**config.mk**
```make
export PLATFORM = sky130hd
export DESIGN_NAME = midpoint_circle_plotter_flat
export DESIGN_NICKNAME = d
export VERILOG_FILES = /design/src/mcp_pkg.sv /design/src/mcp_channels.sv /design/src/midpoint_circle_plotter.sv /design/src/mcp_front.sv /design/src/mcp_queue.sv /design/src/mcp_back.sv /design/src/flat_wrapper.sv
export SDC_FILE = /design/constraint.sdc
export NUM_CORES = 1
export LEC_CHECK = 0
export BUFFER_PORTS_ARGS = -buffer_cell sky130_fd_sc_hd__buf_4
export CELL_PAD_IN_SITES_DETAIL_PLACEMENT = 1
export CELL_PAD_IN_SITES_GLOBAL_PLACEMENT = 1
export CORE_ASPECT_RATIO = 0.75
export CORE_MARGIN = 2
export CORE_UTILIZATION = 50
export CTS_BUF_LIST = sky130_fd_sc_hd__clkbuf_2
export CTS_CLUSTER_DIAMETER = 150
export DETAILED_ROUTE_END_ITERATION = 12
export PLACE_DENSITY = 0.8
export SLEW_MARGIN = 20
export SYNTH_ARGS = -nofsm -noshare
export SYNTH_HDL_FRONTEND = slang
export SYNTH_HIERARCHICAL = 1
export SYNTH_SLANG_ARGS = --single-unit
```
**constraint.sdc**
```tcl
create_clock -name clk -period 5.4 [get_ports clk]
set_clock_uncertainty 0.15 [all_clocks]
set_input_delay 0.54 -clock clk [delete_from_list [all_inputs] [get_ports clk]]
set_output_delay 0.54 -clock clk [all_outputs]
set_load 0.02 [all_outputs]
```
**src/mcp_pkg.sv**
```systemverilog
`timescale 1ns / 1ps
// ----------------------------------------------------------------------------
// mcp_pkg
// Shared constants, codes and types of the midpoint circle plotter.
// ----------------------------------------------------------------------------
package mcp_pkg;

  // frame buffer geometry, two pixels per word
  localparam int LINE_WORDS  = 320;
  localparam int FRAME_LINES = 480;
  localparam int FRAME_WORDS = LINE_WORDS * FRAME_LINES;
  localparam int RADIUS_BITS = 9;

  // port field widths
  localparam int COORD_W  = 10;
  localparam int RADIUS_W = 9;
  localparam int PIX_W    = 12;
  localparam int ADDR_W   = 19;
  localparam int DATA_W   = 32;
  localparam int BE_W     = 4;
  localparam int CFG_IDX_W = 1;

  // internal widths
  localparam int OFS_W = RADIUS_BITS;
  localparam int DEC_W = RADIUS_BITS + 3;
  localparam int PT_W  = ((COORD_W > OFS_W) ? COORD_W : OFS_W) + 2;

  localparam int QUEUE_DEPTH = 4;
  localparam int QPTR_W      = $clog2(QUEUE_DEPTH);
  localparam int QCNT_W      = $clog2(QUEUE_DEPTH + 1);

  // pen masks and byte enables
  localparam logic [DATA_W-1:0] EVEN_MASK = 32'hFFFF00FF;
  localparam logic [DATA_W-1:0] ODD_MASK  = 32'h0000FF00;
  localparam logic [BE_W-1:0]   EVEN_BE   = 4'b1101;
  localparam logic [BE_W-1:0]   ODD_BE    = 4'b0010;

  localparam logic [DATA_W-1:0] PEN_RESET = 32'hFF80FF80;

  // input action codes
  localparam logic ACT_START   = 1'b0;
  localparam logic ACT_ADVANCE = 1'b1;

  // configuration register indexes
  localparam logic [CFG_IDX_W-1:0] REG_PEN_COLOUR   = 1'd0;
  localparam logic [CFG_IDX_W-1:0] REG_FRAME_SELECT = 1'd1;

  // point pattern of one step
  localparam logic [1:0] KIND_EMPTY  = 2'd0;
  localparam logic [1:0] KIND_AXIS   = 2'd1;
  localparam logic [1:0] KIND_DIAG   = 2'd2;
  localparam logic [1:0] KIND_OCTANT = 2'd3;

  typedef struct packed {
    logic [COORD_W-1:0] cx;
    logic [COORD_W-1:0] cy;
    logic [OFS_W-1:0]   x;
    logic [OFS_W-1:0]   y;
    logic [1:0]         kind;
    logic               done;
  } step_cmd_t;

  typedef struct packed {
    logic [DATA_W-1:0] pen_colour;
    logic              frame_select;
  } cfg_regs_t;

endpackage

```
**src/mcp_channels.sv**
```systemverilog
`timescale 1ns / 1ps
// ----------------------------------------------------------------------------
// mcp channels
// Valid/ready channels of the plotter: step items, point results, config.
// ----------------------------------------------------------------------------
interface mcp_in_if;
  import mcp_pkg::*;
  logic                valid;
  logic                ready;
  logic                action;
  logic [COORD_W-1:0]  centre_x;
  logic [COORD_W-1:0]  centre_y;
  logic [RADIUS_W-1:0] radius;

  modport source (output valid, action, centre_x, centre_y, radius, input ready);
  modport sink (input valid, action, centre_x, centre_y, radius, output ready);
endinterface

interface mcp_out_if;
  import mcp_pkg::*;
  logic                    valid;
  logic                    ready;
  logic                    pixel_valid;
  logic signed [PIX_W-1:0] pixel_x;
  logic signed [PIX_W-1:0] pixel_y;
  logic [ADDR_W-1:0]       word_address;
  logic [DATA_W-1:0]       write_data;
  logic [BE_W-1:0]         byte_enable;
  logic                    off_screen;
  logic                    last_of_step;
  logic                    circle_done;

  modport source (output valid, pixel_valid, pixel_x, pixel_y, word_address, write_data,
                  byte_enable, off_screen, last_of_step, circle_done, input ready);
  modport sink (input valid, pixel_valid, pixel_x, pixel_y, word_address, write_data,
                byte_enable, off_screen, last_of_step, circle_done, output ready);
endinterface

interface mcp_cfg_if;
  import mcp_pkg::*;
  logic                 valid;
  logic                 ready;
  logic [CFG_IDX_W-1:0] index;
  logic [DATA_W-1:0]    data;

  modport source (output valid, index, data, input ready);
  modport sink (input valid, index, data, output ready);
endinterface

```
**src/midpoint_circle_plotter.sv**
```systemverilog
`timescale 1ns / 1ps
// ----------------------------------------------------------------------------
// midpoint_circle_plotter
// Midpoint circle outline generator for a packed YUYV frame buffer.
// ----------------------------------------------------------------------------
// Each start or advance item yields 1, 4 or 8 result beats: an octant step
// gives 8 points, an axis or diagonal step 4, a finished circle one empty
// done beat. The back end point sequencer emits one point per clock while the
// output is not stalled, and each point passes through the point and output
// registers. The front end takes an item every cycle while its 4-entry command
// queue has room. Configuration writes are always ready and take effect at
// once; no clearing pass follows reset.
module midpoint_circle_plotter (
  input  logic       clk,
  input  logic       rst,
  mcp_in_if.sink     cmd,
  mcp_out_if.source  pixel,
  mcp_cfg_if.sink    cfg
);
  import mcp_pkg::*;

  cfg_regs_t cfg_regs;
  step_cmd_t push_data, head;
  logic      push, pop, q_full, q_empty;

  assign cfg.ready = 1'b1;

  always_ff @(posedge clk) begin
    if (rst) begin
      cfg_regs.pen_colour   <= PEN_RESET;
      cfg_regs.frame_select <= 1'b0;
    end else if (cfg.valid && cfg.ready) begin
      case (cfg.index)
        REG_PEN_COLOUR:   cfg_regs.pen_colour   <= cfg.data;
        REG_FRAME_SELECT: cfg_regs.frame_select <= cfg.data[0];
        default: begin
        end
      endcase
    end
  end

  mcp_front u_front (
    .clk       (clk),
    .rst       (rst),
    .cmd       (cmd),
    .q_full    (q_full),
    .push      (push),
    .push_data (push_data)
  );

  mcp_queue u_queue (
    .clk       (clk),
    .rst       (rst),
    .push      (push),
    .push_data (push_data),
    .full      (q_full),
    .pop       (pop),
    .pop_data  (head),
    .empty     (q_empty)
  );

  mcp_back u_back (
    .clk      (clk),
    .rst      (rst),
    .cfg_regs (cfg_regs),
    .head     (head),
    .q_empty  (q_empty),
    .pop      (pop),
    .pixel    (pixel)
  );

endmodule

```
**src/mcp_front.sv**
```systemverilog
`timescale 1ns / 1ps
// ----------------------------------------------------------------------------
// mcp_front
// Accepts step items, runs the midpoint decision update and classifies
// the point pattern of each step into a command for the back end.
// ----------------------------------------------------------------------------
module mcp_front (
  input  logic               clk,
  input  logic               rst,
  mcp_in_if.sink             cmd,
  input  logic               q_full,
  output logic               push,
  output mcp_pkg::step_cmd_t push_data
);
  import mcp_pkg::*;

  logic [COORD_W-1:0] held_centre_x, held_centre_y;
  logic [OFS_W-1:0]   step_x, step_y;
  logic [DEC_W-1:0]   decision;
  logic               drawing;

  logic [COORD_W-1:0] cx_next, cy_next;
  logic [OFS_W-1:0]   x_next, y_next;
  logic [DEC_W-1:0]   decision_next;
  logic               drawing_next;

  assign cmd.ready = !q_full;
  assign push      = cmd.valid && cmd.ready;

  always_comb begin
    cx_next       = held_centre_x;
    cy_next       = held_centre_y;
    x_next        = step_x;
    y_next        = step_y;
    decision_next = decision;
    drawing_next  = drawing;
    if (cmd.action == ACT_START) begin
      cx_next       = cmd.centre_x;
      cy_next       = cmd.centre_y;
      x_next        = '0;
      y_next        = OFS_W'(cmd.radius);
      decision_next = DEC_W'(1) - DEC_W'(y_next);
      drawing_next  = (y_next != '0);
    end else if (drawing) begin
      x_next = step_x + OFS_W'(1);
      // sign bit of the decision picks the east or south-east move
      if (decision[DEC_W-1]) begin
        decision_next = decision + (DEC_W'(x_next) << 1) + DEC_W'(1);
      end else begin
        y_next        = step_y - OFS_W'(1);
        decision_next = decision + ((DEC_W'(x_next) - DEC_W'(y_next)) << 1) + DEC_W'(1);
      end
      drawing_next = (x_next < y_next);
    end
  end

  always_comb begin
    push_data.cx   = cx_next;
    push_data.cy   = cy_next;
    push_data.x    = x_next;
    push_data.y    = y_next;
    push_data.done = !drawing_next;
    if (cmd.action == ACT_ADVANCE && !drawing) begin
      push_data.kind = KIND_EMPTY;
    end else if (x_next == '0) begin
      push_data.kind = KIND_AXIS;
    end else if (x_next == y_next) begin
      push_data.kind = KIND_DIAG;
    end else if (x_next < y_next) begin
      push_data.kind = KIND_OCTANT;
    end else begin
      push_data.kind = KIND_EMPTY;
    end
  end

  always_ff @(posedge clk) begin
    if (rst) begin
      held_centre_x <= '0;
      held_centre_y <= '0;
      step_x        <= '0;
      step_y        <= '0;
      decision      <= '0;
      drawing       <= 1'b0;
    end else if (push) begin
      held_centre_x <= cx_next;
      held_centre_y <= cy_next;
      step_x        <= x_next;
      step_y        <= y_next;
      decision      <= decision_next;
      drawing       <= drawing_next;
    end
  end

  a_drawing_order: assert property (@(posedge clk) disable iff (rst)
    drawing |-> step_x < step_y)
    else $error("drawing with x not below y");

endmodule

```
**src/mcp_queue.sv**
```systemverilog
`timescale 1ns / 1ps
// ----------------------------------------------------------------------------
// mcp_queue
// Short command queue between the step front end and the point back end.
// ----------------------------------------------------------------------------
module mcp_queue (
  input  logic               clk,
  input  logic               rst,
  input  logic               push,
  input  mcp_pkg::step_cmd_t push_data,
  output logic               full,
  input  logic               pop,
  output mcp_pkg::step_cmd_t pop_data,
  output logic               empty
);
  import mcp_pkg::*;

  step_cmd_t         entries [QUEUE_DEPTH];
  logic [QPTR_W-1:0] wr_ptr, rd_ptr;
  logic [QCNT_W-1:0] count;

  assign full     = (count == QCNT_W'(QUEUE_DEPTH));
  assign empty    = (count == '0);
  assign pop_data = entries[rd_ptr];

  always_ff @(posedge clk) begin
    if (push) begin
      entries[wr_ptr] <= push_data;
    end
  end

  always_ff @(posedge clk) begin
    if (rst) begin
      wr_ptr <= '0;
      rd_ptr <= '0;
      count  <= '0;
    end else begin
      if (push) begin
        wr_ptr <= (wr_ptr == QPTR_W'(QUEUE_DEPTH - 1)) ? '0 : wr_ptr + QPTR_W'(1);
      end
      if (pop) begin
        rd_ptr <= (rd_ptr == QPTR_W'(QUEUE_DEPTH - 1)) ? '0 : rd_ptr + QPTR_W'(1);
      end
      if (push && !pop) begin
        count <= count + QCNT_W'(1);
      end else if (pop && !push) begin
        count <= count - QCNT_W'(1);
      end
    end
  end

  a_no_underflow: assert property (@(posedge clk) disable iff (rst)
    !(pop && empty))
    else $error("queue popped while empty");

endmodule

```
**src/mcp_back.sv**
```systemverilog
`timescale 1ns / 1ps
// ----------------------------------------------------------------------------
// mcp_back
// Walks the symmetric points of each queued step, one per cycle while the output
// is not stalled, and forms the frame buffer word address, pen data and byte
// enables of each point.
module mcp_back (
  input  logic               clk,
  input  logic               rst,
  input  mcp_pkg::cfg_regs_t cfg_regs,
  input  mcp_pkg::step_cmd_t head,
  input  logic               q_empty,
  output logic               pop,
  mcp_out_if.source          pixel
);
  import mcp_pkg::*;

  logic [2:0] k;
  logic [2:0] k_last;
  logic       is_last;

  logic [OFS_W-1:0] dx, dy;
  logic             neg_x, neg_y;
  logic [PT_W-1:0]  px, py;

  // point stage
  logic            a_valid, a_empty, a_last, a_done;
  logic [PT_W-1:0] a_px, a_py;
  logic            a_load;

  // output register
  logic                    o_valid, o_pixel_valid, o_off, o_last, o_done;
  logic signed [PIX_W-1:0] o_px, o_py;
  logic [ADDR_W-1:0]       o_addr;
  logic [DATA_W-1:0]       o_data;
  logic [BE_W-1:0]         o_be;
  logic                    b_load;

  logic        off;
  logic [31:0] addr_full;

  assign b_load = !o_valid || pixel.ready;
  assign a_load = !a_valid || b_load;

  always_comb begin
    case (head.kind)
      KIND_AXIS:   k_last = 3'd3;
      KIND_DIAG:   k_last = 3'd3;
      KIND_OCTANT: k_last = 3'd7;
      default:     k_last = 3'd0;
    endcase
  end

  assign is_last = (k == k_last);
  assign pop     = a_load && !q_empty && is_last;

  // offset pattern of point k
  always_comb begin
    dx    = '0;
    dy    = '0;
    neg_x = 1'b0;
    neg_y = 1'b0;
    case (head.kind)
      KIND_AXIS: begin
        if (!k[1]) begin
          dy    = head.y;
          neg_y = k[0];
        end else begin
          dx    = head.y;
          neg_x = k[0];
        end
      end
      KIND_DIAG, KIND_OCTANT: begin
        if (!k[2]) begin
          dx = head.x;
          dy = head.y;
        end else begin
          dx = head.y;
          dy = head.x;
        end
        neg_x = k[0];
        neg_y = k[1];
      end
      default: begin
      end
    endcase
    px = neg_x ? PT_W'(head.cx) - PT_W'(dx) : PT_W'(head.cx) + PT_W'(dx);
    py = neg_y ? PT_W'(head.cy) - PT_W'(dy) : PT_W'(head.cy) + PT_W'(dy);
  end

  always_ff @(posedge clk) begin
    if (rst) begin
      a_valid <= 1'b0;
      k       <= '0;
    end else if (a_load) begin
      a_valid <= !q_empty;
      if (!q_empty) begin
        k <= is_last ? 3'd0 : k + 3'd1;
      end
    end
  end

  always_ff @(posedge clk) begin
    if (a_load && !q_empty) begin
      a_px    <= px;
      a_py    <= py;
      a_empty <= (head.kind == KIND_EMPTY);
      a_last  <= is_last;
      a_done  <= head.done || (head.kind == KIND_EMPTY);
    end
  end

  // bounds are judged on the unwrapped point
  always_comb begin
    off = a_px[PT_W-1] || a_py[PT_W-1] ||
          (32'(a_px[PT_W-2:0]) >= 32'(2 * LINE_WORDS)) ||
          (32'(a_py[PT_W-2:0]) >= 32'(FRAME_LINES));
    addr_full = (cfg_regs.frame_select ? 32'(FRAME_WORDS) : 32'd0) +
                32'(a_py[PT_W-2:0]) * 32'(LINE_WORDS) + 32'(a_px[PT_W-2:1]);
  end

  always_ff @(posedge clk) begin
    if (rst) begin
      o_valid <= 1'b0;
    end else if (b_load) begin
      o_valid <= a_valid;
    end
  end

  always_ff @(posedge clk) begin
    if (b_load && a_valid) begin
      o_last <= a_last;
      o_done <= a_done;
      if (a_empty) begin
        o_pixel_valid <= 1'b0;
        o_px          <= '0;
        o_py          <= '0;
        o_addr        <= '0;
        o_data        <= '0;
        o_be          <= '0;
        o_off         <= 1'b0;
      end else begin
        o_pixel_valid <= 1'b1;
        o_px          <= PIX_W'(a_px);
        o_py          <= PIX_W'(a_py);
        o_off         <= off;
        if (off) begin
          o_addr <= '0;
          o_data <= '0;
          o_be   <= '0;
        end else if (a_px[0]) begin
          o_addr <= ADDR_W'(addr_full);
          o_data <= cfg_regs.pen_colour & ODD_MASK;
          o_be   <= ODD_BE;
        end else begin
          o_addr <= ADDR_W'(addr_full);
          o_data <= cfg_regs.pen_colour & EVEN_MASK;
          o_be   <= EVEN_BE;
        end
      end
    end
  end

  assign pixel.valid        = o_valid;
  assign pixel.pixel_valid  = o_pixel_valid;
  assign pixel.pixel_x      = o_px;
  assign pixel.pixel_y      = o_py;
  assign pixel.word_address = o_addr;
  assign pixel.write_data   = o_data;
  assign pixel.byte_enable  = o_be;
  assign pixel.off_screen   = o_off;
  assign pixel.last_of_step = o_last;
  assign pixel.circle_done  = o_done;

  a_empty_closes: assert property (@(posedge clk) disable iff (rst)
    o_valid && !o_pixel_valid |-> o_last && o_done)
    else $error("empty result not marked last and done");

  a_off_no_write: assert property (@(posedge clk) disable iff (rst)
    o_valid && o_off |-> o_be == '0 && o_pixel_valid)
    else $error("off-screen point carries byte enables");

endmodule

```
**src/flat_wrapper.sv**
```systemverilog
// flat-port wrapper written by rule: the top's interface ports become plain ports
module midpoint_circle_plotter_flat import mcp_pkg::*;
  (clk, rst, cmd_valid, cmd_action, cmd_centre_x, cmd_centre_y, cmd_radius, cmd_ready, pixel_valid, pixel_pixel_valid, pixel_pixel_x, pixel_pixel_y, pixel_word_address, pixel_write_data, pixel_byte_enable, pixel_off_screen, pixel_last_of_step, pixel_circle_done, pixel_ready, cfg_valid, cfg_index, cfg_data, cfg_ready);
  mcp_in_if cmd_i ();
  mcp_out_if pixel_i ();
  mcp_cfg_if cfg_i ();
  input  logic clk;
  input  logic rst;
  input wire logic [$bits(cmd_i.valid)-1:0] cmd_valid;
  input wire logic [$bits(cmd_i.action)-1:0] cmd_action;
  input wire logic [$bits(cmd_i.centre_x)-1:0] cmd_centre_x;
  input wire logic [$bits(cmd_i.centre_y)-1:0] cmd_centre_y;
  input wire logic [$bits(cmd_i.radius)-1:0] cmd_radius;
  output wire logic [$bits(cmd_i.ready)-1:0] cmd_ready;
  output wire logic [$bits(pixel_i.valid)-1:0] pixel_valid;
  output wire logic [$bits(pixel_i.pixel_valid)-1:0] pixel_pixel_valid;
  output wire logic [$bits(pixel_i.pixel_x)-1:0] pixel_pixel_x;
  output wire logic [$bits(pixel_i.pixel_y)-1:0] pixel_pixel_y;
  output wire logic [$bits(pixel_i.word_address)-1:0] pixel_word_address;
  output wire logic [$bits(pixel_i.write_data)-1:0] pixel_write_data;
  output wire logic [$bits(pixel_i.byte_enable)-1:0] pixel_byte_enable;
  output wire logic [$bits(pixel_i.off_screen)-1:0] pixel_off_screen;
  output wire logic [$bits(pixel_i.last_of_step)-1:0] pixel_last_of_step;
  output wire logic [$bits(pixel_i.circle_done)-1:0] pixel_circle_done;
  input wire logic [$bits(pixel_i.ready)-1:0] pixel_ready;
  input wire logic [$bits(cfg_i.valid)-1:0] cfg_valid;
  input wire logic [$bits(cfg_i.index)-1:0] cfg_index;
  input wire logic [$bits(cfg_i.data)-1:0] cfg_data;
  output wire logic [$bits(cfg_i.ready)-1:0] cfg_ready;
  assign cmd_i.valid = cmd_valid;
  assign cmd_i.action = cmd_action;
  assign cmd_i.centre_x = cmd_centre_x;
  assign cmd_i.centre_y = cmd_centre_y;
  assign cmd_i.radius = cmd_radius;
  assign cmd_ready = cmd_i.ready;
  assign pixel_valid = pixel_i.valid;
  assign pixel_pixel_valid = pixel_i.pixel_valid;
  assign pixel_pixel_x = pixel_i.pixel_x;
  assign pixel_pixel_y = pixel_i.pixel_y;
  assign pixel_word_address = pixel_i.word_address;
  assign pixel_write_data = pixel_i.write_data;
  assign pixel_byte_enable = pixel_i.byte_enable;
  assign pixel_off_screen = pixel_i.off_screen;
  assign pixel_last_of_step = pixel_i.last_of_step;
  assign pixel_circle_done = pixel_i.circle_done;
  assign pixel_i.ready = pixel_ready;
  assign cfg_i.valid = cfg_valid;
  assign cfg_i.index = cfg_index;
  assign cfg_i.data = cfg_data;
  assign cfg_ready = cfg_i.ready;
  midpoint_circle_plotter u_core (.clk(clk), .rst(rst), .cmd(cmd_i), .pixel(pixel_i), .cfg(cfg_i));
endmodule
```
Yosys cells after proc, flatten, opt, wreduce, memory -nomap -nowiden
Memories as Yosys holds them, arrays and structs flattened. A register that Yosys moved wholly into a read port is not among the register bits.
Index checks and enable logic that the tools add are counted.
{ "classes": {"mux": 43, "add_sub_neg": 19, "mul": 1, "bitwise": 3, "n_lt_le_gt_ge": 4, "n_eq_ne": 9, "n_reduce_logical": 35} }
{ "ops": {"columns": ["operator", "count"], "rows": [
  ["$mux W9", 11],
  ["$mux W12", 5],
  ["$pmux W9 S2", 2],
  ["$add A12 B1 Y12 const B", 2],
  ["$add A10 B9 Y11", 2],
  ["$sub A10 B9 Y11", 2],
  ["$mux W10", 2],
  ["$add A18 B19 Y19", 1],
  ["$add A19 B10 Y19", 1],
  ["$lt A9 B9 Y1", 2],
  ["$mux W18", 1],
  ["$mux W2", 8],
  ["$mul A11 B3 Y13 const B", 1],
  ["$add A12 B10 Y12", 1],
  ["$add A12 B12 Y12", 1],
  ["$ge A11 B10 Y1 const B", 1],
  ["$ge A11 B9 Y1 const B", 1],
  ["$sub A1 B9 Y10 const A", 1],
  ["$sub A9 B9 Y10", 1],
  ["$add A9 B1 Y9 const B", 1],
  ["$eq A9 B9 Y1", 1],
  ["$logic_not A9 Y1", 1],
  ["$mux W3", 3],
  ["$reduce_bool A9 Y1", 1],
  ["23 further kinds", 61]
]} }
{ "totals": {"mem_count": 1, "out_inout_bits": 86, "regBits": 206, "ramBits": 164, "inputBits": 68} }
{ "mem_list": {"columns": ["memory", "depth", "word_bits", "rd", "rd_ports_with_merged_regs", "write_ports", "line", "text"], "rows": [
  ["u_core.u_queue.entries", 4, 41, 1, 1, 1, "mcp_queue.sv:18", "step_cmd_t entries [QUEUE_DEPTH];"]
]} }

Logic depth before layout (Yosys ltp)
{ "logic_depth": {"depth_word": 11, "ltp_mapped": 19, "depth_no_buf": 17} }

By module
Netlist, hierarchy kept.
{ "by_module_without_submodules": {"columns": ["module", "area_per_inst_um2", "seq_area_each_um2", "cells_each", "n_inst"], "rows": [
  ["mcp_back", 6769.0, 3343.2, 599, 1],
  ["mcp_queue", 6407.4, 5104.9, 259, 1],
  ["mcp_front", 4938.5, 1021.0, 665, 1],
  ["midpoint_circle_plotter", 1427.6, 660.6, 148, 1]
]} }

Worst setup path after synthesis
No wires, ideal clock.
{ "synth_path": {"path_kind": "input port to flip-flop", "from": "input port pixel_ready", "to": "register u_core.u_back.o_be[1] (netlist: u_core/u_back/pixel.byte_enable[1]) (enable)", "required_ns": 4.719, "n_path_buf": 0, "setup_slack_ns": 0.506, "setup_ns": 0.531, "path_stages": 2, "arrival_time_ns": 4.213, "cell_sequence": "nor2b_1 -> nor2b_1"} }
{ "synth_via": {"elab_chain_len": 2} }
{ "synth_lines": {"columns": ["item", "line", "text"], "rows": [
  ["start, declared", "flat_wrapper.sv:25", "input wire logic [$bits(pixel_i.ready)-1:0] pixel_ready;"],
  ["$logic_or A1 B1 Y1", "mcp_back.sv:42", "assign b_load = !o_valid || pixel.ready;"],
  ["$logic_and A1 B1 Y1", "mcp_back.sv:131", "if (b_load && a_valid) begin"],
  ["end signal, assigned", "mcp_back.sv:140", "o_be <= '0;"],
  ["end signal, assigned", "mcp_back.sv:150", "o_be <= '0;"],
  ["end signal, assigned", "mcp_back.sv:154", "o_be <= ODD_BE;"],
  ["end, declared", "mcp_back.sv:36", "logic [BE_W-1:0] o_be;"]
]} }
No other way between the ends.
A chain may end at the register's enable or synchronous reset.

Worst setup path after layout
{ "layout_path": {"from": "register u_core.u_front.step_x[0]", "to": "register u_core.u_front.decision[11]"} }
{ "layout_via": {"elab_chain_len": 7, "word_cells_on_any_way": 9} }
{ "layout_lines": {"columns": ["item", "line", "text"], "rows": [
  ["start, declared", "mcp_front.sv:18", "logic [OFS_W-1:0] step_x, step_y;"],
  ["start signal, assigned", "mcp_front.sv:87", "step_x <= x_next;"],
  ["$add A9 B1 Y9 (*)", "mcp_front.sv:45", "x_next = step_x + OFS_W'(1);"],
  ["$sub A9 B9 Y10", "mcp_front.sv:51", "decision_next = decision + ((DEC_W'(x_next) - DEC_W'(y_next)) << 1) + DEC_W'(1);"],
  ["$add A12 B12 Y12", "mcp_front.sv:51", null],
  ["$add A12 B1 Y12", "mcp_front.sv:51", null],
  ["$mux W12 (*)", "mcp_front.sv:47", "if (decision[DEC_W-1]) begin"],
  ["$mux W12 (*)", "mcp_front.sv:44", "end else if (drawing) begin"],
  ["$mux W12 (*)", "mcp_front.sv:37", "if (cmd.action == ACT_START) begin"],
  ["end signal, assigned", "mcp_front.sv:89", "decision <= decision_next;"],
  ["end, declared", "mcp_front.sv:19", "logic [DEC_W-1:0] decision;"]
]} }
Mark *: on every way between the ends. The rest lies on a longest branch, timed or not. The select of a mux whose other input is x is not followed.

==> qor.txt <==
Placed Instance Area: 21000 µm²
Max FO, Critical Path: 11
Int Pwr: 6970 µW
Vias/cell: 5.87
Met3 wire length: 4070 µm
Initial DRC Count: 1285
Total gr overflow: 0
Non-Filler Instances: 2534
Sw power: 5020 µW
Register area share after synthesis: 0.518
Port Buffers: 152
Pin count of the biggest net entering global routing: 73
Drt first pass iters: 7
CP max-delay cell: dfxtp_1
Number of cell rows: 62
Fmax: 208 MHz
Area delta synth->final: 16.9%
Top delay family on crit path: compound AO/OA/AOI/OAI gates
Number of synthesized register bits: 370
Fin util: 0.595
GRT Util Overall: 0.303
Predominant post-synthesis flop cell: edfxtp_1
Die Y: 175 µm
Sw frac: 0.419
Post-Synthesis Net Count: 1868
Fin. Hold Viols: 0
Initial antenna violation count: 3
Actual slew at the worst max-slew pin: 1.11 ns
Gpl congestion: 0.927
Root buf cell: clkbuf_2
Ys async rst share: 0
Post-synth EDFFs: 272
Worst hold-check path type: input pin to register
Fill count: 4105
Count of different cell masters after synthesis: 91
Post-Route WL: 60700 µm
Top layer reached by signal wires: met4
Remaining DRCs: 0
Worst path required time: 6.11 ns
Setup TNS: 0 ns
Die ar.: 40700 µm²
H-tree levels: 3
Clock transition at the registers of the reported paths: 0.14 ns
Synth warnings: 6
Status: finished clean
Crit end category: register
Clock buffer depth: 3
Placed insts: 2272
Met2 WL: 28800 µm
Cell mode on critical path: ha_1
Post-CTS Setup Inserts: 0
Mapped Area: 19500 µm²
Max-slew violations: 0
Max VDD drop: 0.290 mV
Syn Inst Count: 1671
Clock latency on the worst-skew pair: 1.03 ns
Setup crit start kind: register
Worst-path cell chain: ha_1, xor2_1, ha_1, nor2b_1, o21ai_0, a21boi_0, o21ai_0, nor2b_1, xnor2_1, ha_1, and3_1, and3_1, a211oi_1, o2bb2ai_1, a211oi_1, a211o_1
Avg Synthesized Cell Area: 11.7 µm²
Resize count post-CTS: 0
Initial Util: 0.509
CP arrival: 5.52 ns
Via count: 14873
Routed length per instance: 24.0 µm
Clock power frac: 0.173
Crit path buf inv count: 0
Die extent in x: 232 µm
Pwr dens: 525 nW/µm²
Logic pwr share: 0.475
CTS tree: built
Final Instance Area: 22800 µm²
WS Path Type: register to register
Setup violators final: 0
Final min period: 4.81 ns
Flop pwr share: 0.353
CTS sink cnt: 370
RSZ-0062 raised after global routing: false
Wl on met1: 25900 µm
Antenna Nets Post-Route: 0
Leakage: 0.00904 µW
Top Ports: 154
Worst path max stage delay: 0.60 ns
Share of cells above drive strength 1: 0.210
Maxcap violations: 0
Final-stage net count: 2142
Total core area: 38400 µm²
CTS Buf Count: 91
Slew HR: 0.262
Vias in the first global route: 15848
Period utilization: 0.890
CTS Hold Bufs: 92
First-pass GRT wire length: 93800 µm
DP HPWL: 37800 µm
==> sequential cells by signal, summed over array words and instances, names as in the netlist, 2 cells and up, named ones only <==
signal / cells
u_core/u_back/pixel.pixel_x: 12
u_core/u_front/held_centre_y: 10
u_core/u_front/step_y: 9
u_core/u_back/pixel.byte_enable: 2
u_core/u_back/a_px: 12
u_core/u_front/step_x: 9
u_core/u_back/a_py: 12
u_core/u_queue/entries: 164
u_core/u_back/pixel.write_data: 32
u_core/u_front/decision: 12
u_core/u_back/pixel.word_address: 19
u_core/u_queue/wr_ptr: 2
u_core/u_back/pixel.pixel_y: 12
u_core/u_back/k: 3
u_core/u_front/held_centre_x: 10
u_core/u_queue/count: 3
u_core/cfg_regs: 33
u_core/u_queue/rd_ptr: 2
==> synthesized netlist by cell type, types with 5 or more instances <==
master,number,area (µm²)
nand2b_1,25,156
clkbuf_1,43,161
mux4_2,40,901
a21oi_1,98,490
ha_1,119,1490
buf_4,6,45.0
or2_2,5,31.3
mux2_2,30,338
fa_1,10,200
o21bai_1,13,97.6
buf_2,17,85.1
or3_1,8,50.1
and2_1,43,269
a211oi_1,16,120
nand2_1,75,282
nand4bb_1,9,101
nand4_1,9,56.3
o31ai_1,7,52.6
a21o_1,16,120
nor3_1,46,230
edfxtp_1,272,8170
dfxtp_1,98,1960
o21ai_1,25,125
and3_1,6,37.5
o21ai_0,45,225
or4bb_1,5,56.3
o21a_1,8,60.1
mux2i_1,30,300
nand3_1,19,95.1
buf_6,5,56.3
inv_1,77,289
or4_1,5,37.5
a31oi_1,6,37.5
nor2b_1,49,307
xnor2_1,55,482
nor2_1,178,668
buf_1,6,22.5
nor4_1,7,43.8
xor2_1,33,289
a22oi_1,18,135
o211ai_1,5,37.5
==> cell families after synthesis <==
group / after synthesis / share of synthesized area
xor gates and xnor gates: 89 / 0.0406
muxes: 101 / 0.0801
AOI/OAI and AO/OA: 312 / 0.103
adders and majority gates: 129 / 0.0864
DFF: 370 / 0.518
buffers and inverters: 165 / 0.0398
other: 1 / 0.000192
and+or+nand+nor: 504 / 0.131
==> worst paths after layout <==
check / slack, ns / to / cells after the start / startpoint
setup / recovery: 0.59 / u_core/u_front/decision[11]$_SDFFE_PP0P_ / 16 / u_core/u_front/step_x[0]$_SDFFE_PP0P_
hold / removal: 0.14 / u_core/cfg_regs[1]$_SDFFE_PP0P_ / 3 / cfg_valid
setup reg to reg: 0.59 / u_core/u_front/decision[11]$_SDFFE_PP0P_ / 16 / u_core/u_front/step_x[0]$_SDFFE_PP0P_
hold reg to reg: 0.30 / u_core/u_back/pixel.last_of_step$_DFFE_PP_ / 0 / u_core/u_back/a_last$_DFFE_PP_
==> per-layer routing <==
| metal | vias up | track usage |
|---|---|---|
| li1 | 6699 | - |
| met1 | 7451 | 0.410 |
| met2 | 605 | 0.483 |
| met3 | 118 | 0.0584 |
| met4 | 0 | 0.115 |
| met5 | - | 0 |
==> layout make-up <==
class                      count  area (µm²)  share of cell area
timing repair buffer         263        2220              0.0971
sequential                   370       10100               0.444
inverter                      83         312              0.0136
multi-input combinational   1136        8650               0.379
antenna                        1        2.50            0.000110
tap                          512         641              0.0280
clock inverter                26         169             0.00739
clock buffer                 143         716              0.0313
==> tightest hold or removal path, delay by kind of cell <==
family / cells / cell delay [ns]
compound gates: 1 / 0.24
buf+inv: 1 / 0.19
simple gates: 1 / 0.26
==> cell usage in the layout (no fill, tap or decap), types with 6 or more instances in the layout <==
cell type	synthesis	layout
dfxtp_1	98	96
nor2b_1	49	48
nand4_1	9	9
o21bai_1	13	13
a31oi_1	6	6
o21a_1	8	8
xnor2_1	55	55
o31ai_1	7	7
buf_4	6	170
ha_1	119	119
a21o_1	16	16
nand2_1	75	75
nand2b_1	25	25
inv_1	77	77
or3_1	8	8
o21ai_1	25	25
a22oi_1	18	18
a21oi_1	98	97
clkinv_1	2	20
edfxtp_1	272	272
xor2_1	33	33
dlygate4sd3_1	0	92
nand4bb_1	9	9
nor4_1	7	7
mux2i_1	30	30
nor2_1	178	178
o21ai_0	45	45
fa_1	10	10
mux4_2	40	40
a211oi_1	16	16
and3_1	6	6
clkbuf_2	0	143
and2_1	43	39
nor3_1	46	46
mux2_2	30	30
nand3_1	19	19
==> power by group through the flow <==
stage / sequential (µW) / combinational [µW] / clock [µW]
2_1_floorplan: 4400 / 3750 / 0
3_3_place_gp: 4220 / 5240 / 0
3_5_place_dp: 4260 / 5490 / 0
4_1_cts: 4200 / 5570 / 2040
5_1_grt: 4280 / 6230 / 2250
6_report: 4230 / 5690 / 2070
==> stage by stage <==
stage	worst slack, ns	total power, µW	hold slack [ns]
global placement	1.04	9460	0.256
floorplan	0.506	8160	0.250
finish	0.594	12000	0.138
CTS	0.662	11800	0.0130
global route	0.186	12800	0.0498
detailed placement	0.765	9750	0.277
Note: power is estimated with default switching activity, not from simulation.
